**config.mk**
```make
export PLATFORM = sky130hd
export DESIGN_NAME = scheduled_hysteresis_relay
export DESIGN_NICKNAME = d
export VERILOG_FILES = /design/src/shr_pkg.sv /design/src/shr_ctrl.sv /design/src/shr_dp.sv /design/src/scheduled_hysteresis_relay.sv
export SDC_FILE = /design/constraint.sdc
export NUM_CORES = 1
export LEC_CHECK = 0
export ABC_AREA = 1
export BUFFER_PORTS_ARGS = -buffer_cell sky130_fd_sc_hd__buf_4
export CORE_MARGIN = 3
export CORE_UTILIZATION = 63
export DETAILED_ROUTE_END_ITERATION = 6
export PLACE_DENSITY = 0.82
export SLEW_MARGIN = 20
export SYNTH_ARGS = -nofsm -noshare
export SYNTH_HDL_FRONTEND = slang
export SYNTH_SLANG_ARGS = --single-unit
```
**constraint.sdc**
```tcl
create_clock -name aclk -period 11.3 [get_ports aclk]
set_input_delay 0.565 -clock aclk [delete_from_list [all_inputs] [get_ports aclk]]
set_output_delay 0.565 -clock aclk [all_outputs]
set_load 0.01 [all_outputs]
```
**src/shr_pkg.sv**
```systemverilog
// Shared types, field layout and codes for the scheduled hysteresis relay.
// Used by shr_ctrl, shr_dp and scheduled_hysteresis_relay; depends on nothing.
package shr_pkg;

    localparam int MAX_PERIODS_DEF = 8;
    localparam int RESULT_LIMIT    = 24;
    localparam int EMIT_W          = $clog2(RESULT_LIMIT + 1);

    localparam int POWER_W  = 20;
    localparam int HOUR_W   = 12;
    localparam int SEC_W    = 32;
    localparam int SLOT_W   = 3;
    localparam int KIND_W   = 3;
    localparam int THR_W    = 16;
    localparam int REPEAT_W = 15;
    localparam int COUNT_W  = 4;
    localparam int CMDO_W   = 2;

    // Input beat layout, lowest bit first.
    localparam int POWER_LSB = 0;
    localparam int HOUR_LSB  = POWER_LSB + POWER_W;
    localparam int NOW_LSB   = HOUR_LSB + HOUR_W;
    localparam int SLOT_LSB  = NOW_LSB + SEC_W;
    localparam int KIND_LSB  = SLOT_LSB + SLOT_W;
    localparam int END_LSB   = KIND_LSB + KIND_W;
    localparam int LOW_LSB   = END_LSB + HOUR_W;
    localparam int HIGH_LSB  = LOW_LSB + THR_W;
    localparam int S_USED_W  = HIGH_LSB + THR_W;
    localparam int S_TDATA_W = ((S_USED_W + 7) / 8) * 8;
    localparam int M_TDATA_W = 8;

    localparam int CFG_IDX_W  = 3;
    localparam int CFG_DATA_W = REPEAT_W;
    localparam logic [REPEAT_W-1:0] REPEAT_MAX = REPEAT_W'(32000);

    // Configuration register indexes.
    localparam logic [CFG_IDX_W-1:0] REG_ENABLED   = 3'd0;
    localparam logic [CFG_IDX_W-1:0] REG_REMOTE    = 3'd1;
    localparam logic [CFG_IDX_W-1:0] REG_REPEAT    = 3'd2;
    localparam logic [CFG_IDX_W-1:0] REG_COUNT     = 3'd3;
    localparam logic [CFG_IDX_W-1:0] REG_ON_LEVEL  = 3'd4;
    localparam logic [CFG_IDX_W-1:0] REG_OFF_LEVEL = 3'd5;

    // Period kinds.
    localparam logic [KIND_W-1:0] KIND_OFF  = 3'd1;
    localparam logic [KIND_W-1:0] KIND_ON   = 3'd2;
    localparam logic [KIND_W-1:0] KIND_HYST = 3'd3;

    // Result commands.
    localparam logic [CMDO_W-1:0] CMD_PIN_ON  = 2'd0;
    localparam logic [CMDO_W-1:0] CMD_PIN_OFF = 2'd1;
    localparam logic [CMDO_W-1:0] CMD_REM_ON  = 2'd2;
    localparam logic [CMDO_W-1:0] CMD_REM_OFF = 2'd3;

    // Action selectors from controller to datapath.
    localparam logic [1:0] ACT_ON  = 2'd0;
    localparam logic [1:0] ACT_OFF = 2'd1;
    localparam logic [1:0] ACT_REP = 2'd2;

    typedef struct packed {
        logic       load;
        logic       start;
        logic       chk;
        logic       step;
        logic       act;
        logic [1:0] act_sel;
        logic       flush;
    } shr_cmd_t;

    typedef struct packed {
        logic enabled;
        logic done;
        logic match;
        logic fire_on;
        logic fire_off;
        logic fire_rep;
        logic emit_stall;
        logic pend_valid;
        logic out_free;
    } shr_stat_t;

endpackage

```
**src/shr_ctrl.sv**
```systemverilog
// Sequencer for the scheduled hysteresis relay: accepts beats and walks periods.
// Depends on shr_pkg; drives shr_dp through shr_cmd_t and reads shr_stat_t.
module shr_ctrl (
    input  logic              aclk,
    input  logic              aresetn,
    input  logic              s_tvalid,
    output logic              s_tready,
    input  logic              s_tuser,
    input  shr_pkg::shr_stat_t stat,
    output shr_pkg::shr_cmd_t  cmd
);
    import shr_pkg::*;

    localparam logic [2:0] ST_IDLE  = 3'd0;
    localparam logic [2:0] ST_CHECK = 3'd1;
    localparam logic [2:0] ST_ON    = 3'd2;
    localparam logic [2:0] ST_OFF   = 3'd3;
    localparam logic [2:0] ST_REP   = 3'd4;
    localparam logic [2:0] ST_FLUSH = 3'd5;

    logic [2:0] state_reg, state_next;

    always_ff @(posedge aclk) begin
        if (!aresetn) begin
            state_reg <= ST_IDLE;
        end else begin
            state_reg <= state_next;
        end
    end

    always_comb begin
        state_next  = state_reg;
        cmd         = '0;
        cmd.act_sel = ACT_ON;
        s_tready    = 1'b0;
        unique case (state_reg)
            ST_IDLE: begin
                s_tready = 1'b1;
                if (s_tvalid) begin
                    if (s_tuser) begin
                        cmd.load = 1'b1;
                    end else if (stat.enabled) begin
                        cmd.start  = 1'b1;
                        state_next = ST_CHECK;
                    end
                end
            end
            ST_CHECK: begin
                if (stat.done) begin
                    state_next = ST_FLUSH;
                end else begin
                    cmd.chk = 1'b1;
                    if (stat.match) begin
                        state_next = ST_ON;
                    end else begin
                        cmd.step = 1'b1;
                    end
                end
            end
            ST_ON: begin
                cmd.act_sel = ACT_ON;
                if (!(stat.fire_on && stat.emit_stall)) begin
                    cmd.act    = stat.fire_on;
                    state_next = ST_OFF;
                end
            end
            ST_OFF: begin
                cmd.act_sel = ACT_OFF;
                if (!(stat.fire_off && stat.emit_stall)) begin
                    cmd.act    = stat.fire_off;
                    state_next = ST_REP;
                end
            end
            ST_REP: begin
                cmd.act_sel = ACT_REP;
                if (!(stat.fire_rep && stat.emit_stall)) begin
                    cmd.act    = stat.fire_rep;
                    cmd.step   = 1'b1;
                    state_next = ST_CHECK;
                end
            end
            ST_FLUSH: begin
                if (!stat.pend_valid) begin
                    state_next = ST_IDLE;
                end else if (stat.out_free) begin
                    cmd.flush  = 1'b1;
                    state_next = ST_IDLE;
                end
            end
            default: begin
                state_next = ST_IDLE;
            end
        endcase
    end

    // Handing over the final result of an item ends the walk and returns to idle.
    a_flush_ends: assert property (@(posedge aclk) disable iff (!aresetn)
        cmd.flush |=> state_reg == ST_IDLE)
        else $error("flush did not return to idle");

    // Table writes only happen between evaluations.
    a_load_idle: assert property (@(posedge aclk) disable iff (!aresetn)
        cmd.load |-> state_reg == ST_IDLE && !cmd.start)
        else $error("table write during evaluation");

    a_start_walks: assert property (@(posedge aclk) disable iff (!aresetn)
        cmd.start |=> state_reg == ST_CHECK)
        else $error("evaluate beat did not start a walk");

endmodule

```
**src/shr_dp.sv**
```systemverilog
// Datapath of the scheduled hysteresis relay: registers, period table,
// relay state, threshold compares and the result hold/output stages. Uses shr_pkg.
module shr_dp #(
    parameter int MAX_PERIODS = shr_pkg::MAX_PERIODS_DEF
) (
    input  logic                              aclk,
    input  logic                              aresetn,
    input  shr_pkg::shr_cmd_t                 cmd,
    output shr_pkg::shr_stat_t                stat,
    input  logic [shr_pkg::S_TDATA_W-1:0]     s_tdata,
    input  logic                              cfg_valid,
    input  logic [shr_pkg::CFG_IDX_W-1:0]     cfg_index,
    input  logic [shr_pkg::CFG_DATA_W-1:0]    cfg_data,
    input  logic                              m_tready,
    output logic                              m_tvalid,
    output logic [shr_pkg::M_TDATA_W-1:0]     m_tdata,
    output logic                              m_tlast
);
    import shr_pkg::*;

    localparam int IDX_W = (MAX_PERIODS > 1) ? $clog2(MAX_PERIODS) : 1;
    localparam int CNT_W = $clog2(MAX_PERIODS + 1);
    localparam int CMP_W = (CNT_W > COUNT_W) ? CNT_W : COUNT_W;
    localparam int SCMP_W = CNT_W + SLOT_W;

    // Configuration registers.
    logic                enabled_reg, remote_reg, on_level_reg, off_level_reg;
    logic [REPEAT_W-1:0] repeat_reg;
    logic [COUNT_W-1:0]  count_reg;

    always_ff @(posedge aclk) begin
        if (!aresetn) begin
            enabled_reg   <= 1'b0;
            remote_reg    <= 1'b0;
            repeat_reg    <= '0;
            count_reg     <= '0;
            on_level_reg  <= 1'b1;
            off_level_reg <= 1'b0;
        end else if (cfg_valid) begin
            unique case (cfg_index)
                REG_ENABLED:   enabled_reg   <= cfg_data[0];
                REG_REMOTE:    remote_reg    <= cfg_data[0];
                REG_REPEAT:    repeat_reg    <= (cfg_data > REPEAT_MAX) ? REPEAT_MAX : cfg_data;
                REG_COUNT:     count_reg     <= cfg_data[COUNT_W-1:0];
                REG_ON_LEVEL:  on_level_reg  <= cfg_data[0];
                REG_OFF_LEVEL: off_level_reg <= cfg_data[0];
                default: ;
            endcase
        end
    end

    // Input beat fields.
    logic signed [POWER_W-1:0] in_power;
    logic [HOUR_W-1:0]         in_hour, in_end;
    logic [SEC_W-1:0]          in_now;
    logic [SLOT_W-1:0]         in_slot;
    logic [KIND_W-1:0]         in_kind;
    logic signed [THR_W-1:0]   in_low, in_high;

    assign in_power = s_tdata[POWER_LSB +: POWER_W];
    assign in_hour  = s_tdata[HOUR_LSB +: HOUR_W];
    assign in_now   = s_tdata[NOW_LSB +: SEC_W];
    assign in_slot  = s_tdata[SLOT_LSB +: SLOT_W];
    assign in_kind  = s_tdata[KIND_LSB +: KIND_W];
    assign in_end   = s_tdata[END_LSB +: HOUR_W];
    assign in_low   = s_tdata[LOW_LSB +: THR_W];
    assign in_high  = s_tdata[HIGH_LSB +: THR_W];

    // Period table; an entry never written since reset reads as all zeros.
    logic [MAX_PERIODS-1:0]  tbl_valid_reg;
    logic [KIND_W-1:0]       tbl_kind [MAX_PERIODS];
    logic [HOUR_W-1:0]       tbl_end  [MAX_PERIODS];
    logic signed [THR_W-1:0] tbl_low  [MAX_PERIODS];
    logic signed [THR_W-1:0] tbl_high [MAX_PERIODS];

    logic [SCMP_W-1:0] slot_wide;
    logic [IDX_W-1:0]  wr_idx;
    logic              slot_ok;

    assign slot_wide = SCMP_W'(in_slot);
    assign wr_idx    = slot_wide[IDX_W-1:0];
    assign slot_ok   = slot_wide < SCMP_W'(MAX_PERIODS);

    always_ff @(posedge aclk) begin
        if (!aresetn) begin
            tbl_valid_reg <= '0;
        end else if (cmd.load && slot_ok) begin
            tbl_valid_reg[wr_idx] <= 1'b1;
        end
    end

    always_ff @(posedge aclk) begin
        if (cmd.load && slot_ok) begin
            tbl_kind[wr_idx] <= in_kind;
            tbl_end[wr_idx]  <= in_end;
            tbl_low[wr_idx]  <= in_low;
            tbl_high[wr_idx] <= in_high;
        end
    end

    // Walk state and latched evaluate fields.
    logic [CNT_W-1:0]          idx_reg;
    logic [HOUR_W-1:0]         prev_end_reg;
    logic signed [POWER_W-1:0] power_reg;
    logic [HOUR_W-1:0]         hour_reg;
    logic [SEC_W-1:0]          now_reg;

    logic [IDX_W-1:0]          rd_idx;
    logic                      rd_valid;
    logic [KIND_W-1:0]         cur_kind;
    logic [HOUR_W-1:0]         cur_end;
    logic signed [THR_W-1:0]   cur_low, cur_high;
    logic signed [POWER_W-1:0] low_scaled, high_scaled;

    assign rd_idx      = idx_reg[IDX_W-1:0];
    assign rd_valid    = tbl_valid_reg[rd_idx];
    assign cur_kind    = rd_valid ? tbl_kind[rd_idx] : '0;
    assign cur_end     = rd_valid ? tbl_end[rd_idx]  : '0;
    assign cur_low     = rd_valid ? tbl_low[rd_idx]  : '0;
    assign cur_high    = rd_valid ? tbl_high[rd_idx] : '0;
    assign low_scaled  = {cur_low, 4'b0000};
    assign high_scaled = {cur_high, 4'b0000};

    always_ff @(posedge aclk) begin
        if (!aresetn) begin
            idx_reg <= '0;
        end else if (cmd.start) begin
            idx_reg <= '0;
        end else if (cmd.step) begin
            idx_reg <= idx_reg + CNT_W'(1);
        end
    end

    // Period flags captured while checking; consumed by the action steps.
    logic k_on_reg, k_off_reg, k_hyst_reg, below_reg, above_reg;

    always_ff @(posedge aclk) begin
        if (cmd.start) begin
            prev_end_reg <= '0;
            power_reg    <= in_power;
            hour_reg     <= in_hour;
            now_reg      <= in_now;
        end else if (cmd.chk) begin
            prev_end_reg <= cur_end;
        end
        if (cmd.chk) begin
            k_on_reg   <= cur_kind == KIND_ON;
            k_off_reg  <= cur_kind == KIND_OFF;
            k_hyst_reg <= cur_kind == KIND_HYST;
            below_reg  <= power_reg < low_scaled;
            above_reg  <= power_reg > high_scaled;
        end
    end

    // Relay state.
    logic             relay_on_reg;
    logic [SEC_W-1:0] last_action_reg;
    logic [SEC_W-1:0] elapsed;
    logic             rep_nz, elapsed_gt;

    assign rep_nz     = repeat_reg != '0;
    assign elapsed    = now_reg - last_action_reg;
    assign elapsed_gt = elapsed > SEC_W'(repeat_reg);

    // Result hold stage and output register.
    logic [EMIT_W-1:0] emit_cnt_reg;
    logic              limit_hit;
    logic              pend_valid_reg;
    logic [CMDO_W-1:0] pend_cmd_reg;
    logic              pend_level_reg;
    logic              m_tvalid_reg, m_tlast_reg, m_level_reg;
    logic [CMDO_W-1:0] m_cmd_reg;
    logic              out_free, emit, push;
    logic [CMDO_W-1:0] new_cmd;
    logic              new_level;

    assign limit_hit = emit_cnt_reg == EMIT_W'(RESULT_LIMIT);
    assign out_free  = !m_tvalid_reg || m_tready;
    assign emit      = cmd.act && !limit_hit;
    assign push      = (emit || cmd.flush) && pend_valid_reg;

    always_comb begin
        case (cmd.act_sel)
            ACT_ON: begin
                new_cmd   = remote_reg ? CMD_REM_ON : CMD_PIN_ON;
                new_level = remote_reg ? 1'b0 : on_level_reg;
            end
            ACT_OFF: begin
                new_cmd   = remote_reg ? CMD_REM_OFF : CMD_PIN_OFF;
                new_level = remote_reg ? 1'b0 : off_level_reg;
            end
            default: begin
                new_cmd   = relay_on_reg ? CMD_REM_ON : CMD_REM_OFF;
                new_level = 1'b0;
            end
        endcase
    end

    always_ff @(posedge aclk) begin
        if (!aresetn) begin
            relay_on_reg    <= 1'b0;
            last_action_reg <= '0;
        end else if (cmd.act) begin
            if (cmd.act_sel == ACT_ON) begin
                relay_on_reg <= 1'b1;
            end else if (cmd.act_sel == ACT_OFF) begin
                relay_on_reg <= 1'b0;
            end
            if (remote_reg) begin
                last_action_reg <= now_reg;
            end
        end
    end

    always_ff @(posedge aclk) begin
        if (!aresetn) begin
            emit_cnt_reg   <= '0;
            pend_valid_reg <= 1'b0;
            m_tvalid_reg   <= 1'b0;
        end else begin
            if (cmd.start) begin
                emit_cnt_reg <= '0;
            end else if (emit) begin
                emit_cnt_reg <= emit_cnt_reg + EMIT_W'(1);
            end
            if (emit) begin
                pend_valid_reg <= 1'b1;
            end else if (cmd.flush) begin
                pend_valid_reg <= 1'b0;
            end
            if (push) begin
                m_tvalid_reg <= 1'b1;
            end else if (m_tready) begin
                m_tvalid_reg <= 1'b0;
            end
        end
    end

    always_ff @(posedge aclk) begin
        if (emit) begin
            pend_cmd_reg   <= new_cmd;
            pend_level_reg <= new_level;
        end
        if (push) begin
            m_cmd_reg   <= pend_cmd_reg;
            m_level_reg <= pend_level_reg;
            m_tlast_reg <= cmd.flush;
        end
    end

    assign m_tvalid = m_tvalid_reg;
    assign m_tlast  = m_tlast_reg;
    assign m_tdata  = {{(M_TDATA_W - CMDO_W - 1){1'b0}}, m_level_reg, m_cmd_reg};

    // Status back to the controller.
    always_comb begin
        stat.enabled    = enabled_reg;
        stat.done       = (CMP_W'(idx_reg) >= CMP_W'(count_reg))
                          || (idx_reg == CNT_W'(MAX_PERIODS));
        stat.match      = (hour_reg >= prev_end_reg) && (hour_reg <= cur_end);
        stat.fire_on    = (k_on_reg || (k_hyst_reg && below_reg))
                          && (!remote_reg || (!relay_on_reg && rep_nz));
        stat.fire_off   = (k_off_reg || (k_hyst_reg && above_reg))
                          && (!remote_reg || relay_on_reg);
        stat.fire_rep   = remote_reg && k_hyst_reg && rep_nz && elapsed_gt;
        stat.emit_stall = pend_valid_reg && !out_free && !limit_hit;
        stat.pend_valid = pend_valid_reg;
        stat.out_free   = out_free;
    end

    // A held result may only move out when the output register is free.
    a_push_free: assert property (@(posedge aclk) disable iff (!aresetn)
        push |-> out_free)
        else $error("output beat overwritten before it was taken");

    a_emit_bound: assert property (@(posedge aclk) disable iff (!aresetn)
        emit_cnt_reg <= EMIT_W'(RESULT_LIMIT))
        else $error("result count beyond limit");

    a_on_sets: assert property (@(posedge aclk) disable iff (!aresetn)
        (cmd.act && cmd.act_sel == ACT_ON) |=> relay_on_reg)
        else $error("switch-on did not set relay state");

    a_flush_last: assert property (@(posedge aclk) disable iff (!aresetn)
        (cmd.flush && pend_valid_reg) |=> (m_tvalid_reg && m_tlast_reg && !pend_valid_reg))
        else $error("final result not marked last");

endmodule

```
**src/scheduled_hysteresis_relay.sv**
```systemverilog
// Top level of the scheduled hysteresis relay controller.
// Joins shr_ctrl and shr_dp; depends on shr_pkg.
//
// Channel  Dir  Handshake             Contents
// s_       in   s_tvalid/s_tready     tuser: cmd; tdata: power, hour, now_sec, slot,
//                                     slot_type, slot_end, slot_low, slot_high
// m_       out  m_tvalid/m_tready     tdata: command, level; tlast: last
// cfg_     in   cfg_valid/cfg_ready   cfg_index selects the register, cfg_data value
//
// A load beat is accepted in idle and writes its table entry. An evaluate beat is
// accepted in idle, then each walked period is checked; a period whose range holds
// the hour also runs the switch-on, switch-off and repeat steps. Once the walk is
// found done the final result is handed over; no new beat is taken until then.
// Reset clears the period table valid bits and all control state at once.
// A stalled result beat holds further results in one hold register; the walk waits
// only when that register and the output register are both full.
module scheduled_hysteresis_relay #(
    parameter int MAX_PERIODS = shr_pkg::MAX_PERIODS_DEF
) (
    input  logic                           aclk,
    input  logic                           aresetn,
    // Input beat.
    input  logic                           s_tvalid,
    output logic                           s_tready,
    // tdata from bit 0: power[19:0], hour[31:20], now_sec[63:32], slot[66:64],
    // slot_type[69:67], slot_end[81:70], slot_low[97:82], slot_high[113:98], zeros.
    input  logic [shr_pkg::S_TDATA_W-1:0]  s_tdata,
    // tuser: cmd (0 evaluate, 1 load).
    input  logic                           s_tuser,
    // Result beat.
    output logic                           m_tvalid,
    input  logic                           m_tready,
    // tdata from bit 0: command[1:0], level[2], zeros.
    output logic [shr_pkg::M_TDATA_W-1:0]  m_tdata,
    output logic                           m_tlast,
    // Configuration writes.
    input  logic                           cfg_valid,
    output logic                           cfg_ready,
    input  logic [shr_pkg::CFG_IDX_W-1:0]  cfg_index,
    input  logic [shr_pkg::CFG_DATA_W-1:0] cfg_data
);
    import shr_pkg::*;

    shr_cmd_t  cmd;
    shr_stat_t stat;

    assign cfg_ready = 1'b1;

    shr_ctrl u_ctrl (
        .aclk     (aclk),
        .aresetn  (aresetn),
        .s_tvalid (s_tvalid),
        .s_tready (s_tready),
        .s_tuser  (s_tuser),
        .stat     (stat),
        .cmd      (cmd)
    );

    shr_dp #(
        .MAX_PERIODS (MAX_PERIODS)
    ) u_dp (
        .aclk      (aclk),
        .aresetn   (aresetn),
        .cmd       (cmd),
        .stat      (stat),
        .s_tdata   (s_tdata),
        .cfg_valid (cfg_valid && cfg_ready),
        .cfg_index (cfg_index),
        .cfg_data  (cfg_data),
        .m_tready  (m_tready),
        .m_tvalid  (m_tvalid),
        .m_tdata   (m_tdata),
        .m_tlast   (m_tlast)
    );

endmodule

```
==> run metrics <==
status=complete, no violations; Finished Layout Cells=3191; PwrDens=156 nW/um^2; top_reg_cell synth=edfxtp_1; placed cell count=3094; CTS Sinks=545; CTS tree=yes; post-cts sizing count=0; Routed WL=59.1 mm; critical setup path kind=flop to flop; Hold WC Path Type=input pin to flop; setup_tns=0 ns; CP startpoint kind=flop; clk_skew=0.0296 ns; DR WL/cell=18.5 um; relative slew slack=0.309; most common cell in the synthesized netlist=nand2_1; CTS root buffer=clkbuf_16; synthesis-stage register bit count=545; Peak VDD IR=0.166 mV; Max Buffers Root-to-Sink=3; max-slew violations=0; FP Rows=72; synth top area cells=edfxtp_1 (54%), nand2_1 (7.5%), dfxtp_1 (7.4%); total CTS buffers=52; multi-input logic area=8420 um^2; core area=39100 um^2; Total GRT Usage=0.278; required time worst endpoint=11.67 ns; syn_area_per_cell=10.0 um^2; Post-CTS Setup Bufs=0; Largest regs=u_dp.tbl_high x128, u_dp.tbl_low x128, u_dp.tbl_end x96; FILL cells=2691; # IOs=156; Die X=206 um; final net count=2884; layout cell share with drive strength beyond 1=0.112; Tmin final=4.85 ns; DRT iter0 DRCs=1885; cts hold-fix bufs=0; Yosys top cell area share=0.539; Mapped Cells=2514; GPL Wtd Cong=0.921; largest net degree at the start of global routing=103; initial antenna violation count=3; full die area=42400 um^2; Setup Viol. Count Final=0; htree depth=2; setup repair after global routing missed its margin=no; drt first pass iters=6; number of enable-type register cells in the synthesized netlist=452; top post-synthesis cells by count=nand2_1 (500), edfxtp_1 (452), nor2_1 (343); Clk Latency, worst-skew pair=0.62 ns; Layout area overhead=12.6%; GRT overflow=0; vias in the first global route=18000; Ys Warns=0; DRC Markers=0; Seq/Total Area, Yosys=0.613; crit share post-route=0.429; Crit Path Max Fanout=102; post-synthesis cell type count=51; first-pass GRT wire length=92.2 mm; via count=18500; Buffers on Ports=143; Clock transition at path regs=0.06 ns; Worst-Margin Slew=1.04 ns; Avg Vias per Cell=5.81; Final Hold Viols=0; critical path arrival=5.22 ns; total of max-cap violations=0; final hold slack=0.128 ns; height of the die=206 um; Initial Utilization=0.644; async set-reset flop share out of synthesis=0; Achievable Freq=206 MHz; Critical Path Sink Type=flop; Final ANT Viol Nets=0; post-synth top area cell=edfxtp_1; Netlist Area Pre-Place=25200 um^2; Storage cell area=15400 um^2; Leak=11.0 nW; DP HPWL=35.9 mm
-- stage by stage --
step | total power, mW | setup slack, ns | util | cell area [um^2]
after floorplan | 2.58 | 6.95 | - | 25200
after global placement | 2.71 | 6.69 | 0.682 | 26600
after detailed placement | 2.74 | 6.62 | 0.682 | 26700
after CTS | 4.44 | 6.60 | 0.725 | 28300
after global routing | 4.59 | 6.22 | 0.725 | 28400
final | 4.43 | 6.45 | 0.725 | 28400
-- critical path: stages (launching register included) --
cell       delay [ns]
dfxtp_4          0.36
buf_4            0.68
buf_4            0.90
o21ai_0          0.22
o22ai_1          0.23
nand2_1          0.08
nand2_1          0.11
nand2_1          0.06
ha_1             0.31
a21oi_1          0.14
nand3b_1         0.12
a21oi_1          0.09
a2111oi_0        0.54
nand2_1          0.13
or2_2            0.29
a32oi_1          0.30
-- metal layers --
metal	global-route usage	part of all wire	up-vias
met5	0	0.00022	-
met3	0.0477	0.086	130
met1	0.367	0.40	8780
met2	0.465	0.48	789
met4	0.105	0.030	2
li1	-	-	8824
-- final timing paths --
| check | start | to | slack, ns | cells past startpoint |
|---|---|---|---|---|
| worst min-delay path | s_tdata[19] | u_dp.power_reg[19]$_DFFE_PP_ | 0.13 | 1 |
| worst max-delay path | flop | u_dp.above_reg$_DFFE_PP_ | 6.45 | 15 |
| worst max register to register | flop | u_dp.above_reg$_DFFE_PP_ | 6.45 | 15 |
| worst min register to register | u_dp.pend_cmd_reg[0]$_DFFE_PP_ | u_dp.m_cmd_reg[0]$_DFFE_PP_ | 0.43 | 0 |
-- power by group --
| part | leakage [nW] | total, mW | internal [mW] | switching, mW |
|---|---|---|---|---|
| Sequential | 4.83 | 2.26 | 2.23 | 0.0250 |
| Clock | 0.814 | 1.72 | 0.987 | 0.734 |
| Combinational | 5.40 | 0.447 | 0.152 | 0.295 |
-- cell type report --
cell class              instances  area share
flip-flops and latches        545       0.545
multi-input cells            1620       0.297
clock buffers                  70      0.0494
repair buffers                160      0.0424
inverters                     251      0.0334
well taps                     518      0.0229
clock inverters                25      0.0104
diodes                          2    0.000177
-- cell families after synthesis --
| group | Yosys count | synth area share |
|---|---|---|
| simple gates | 1002 | 0.164 |
| flops | 545 | 0.613 |
| compound gates | 484 | 0.105 |
| buf+inv | 353 | 0.0560 |
| fa+ha+maj | 110 | 0.0550 |
| xor+xnor | 18 | 0.00626 |
| other cells | 2 | 0.000298 |
-- cell usage in the layout, fill, tap and decap left out, types with 5 or more instances in the layout --
| cell type | count |
|---|---|
| nand2_1 | 500 |
| edfxtp_1 | 452 |
| nor2_1 | 333 |
| inv_1 | 243 |
| o21ai_0 | 232 |
| buf_4 | 160 |
| ha_1 | 109 |
| o22ai_1 | 105 |
| a21oi_1 | 95 |
| dfxtp_1 | 90 |
| nand3_1 | 65 |
| clkbuf_16 | 53 |
| nor2_2 | 36 |
| o21ai_1 | 18 |
| clkbuf_1 | 16 |
| nand4_1 | 15 |
| xor2_1 | 14 |
| nand3b_1 | 13 |
| nor2_4 | 11 |
| a211oi_1 | 11 |
| nor3_1 | 10 |
| clkinv_1 | 10 |
| clkinv_2 | 8 |
| conb_1 | 6 |
| o21bai_1 | 5 |
| bufinv_16 | 5 |
(Power assumes the default switching activity.)
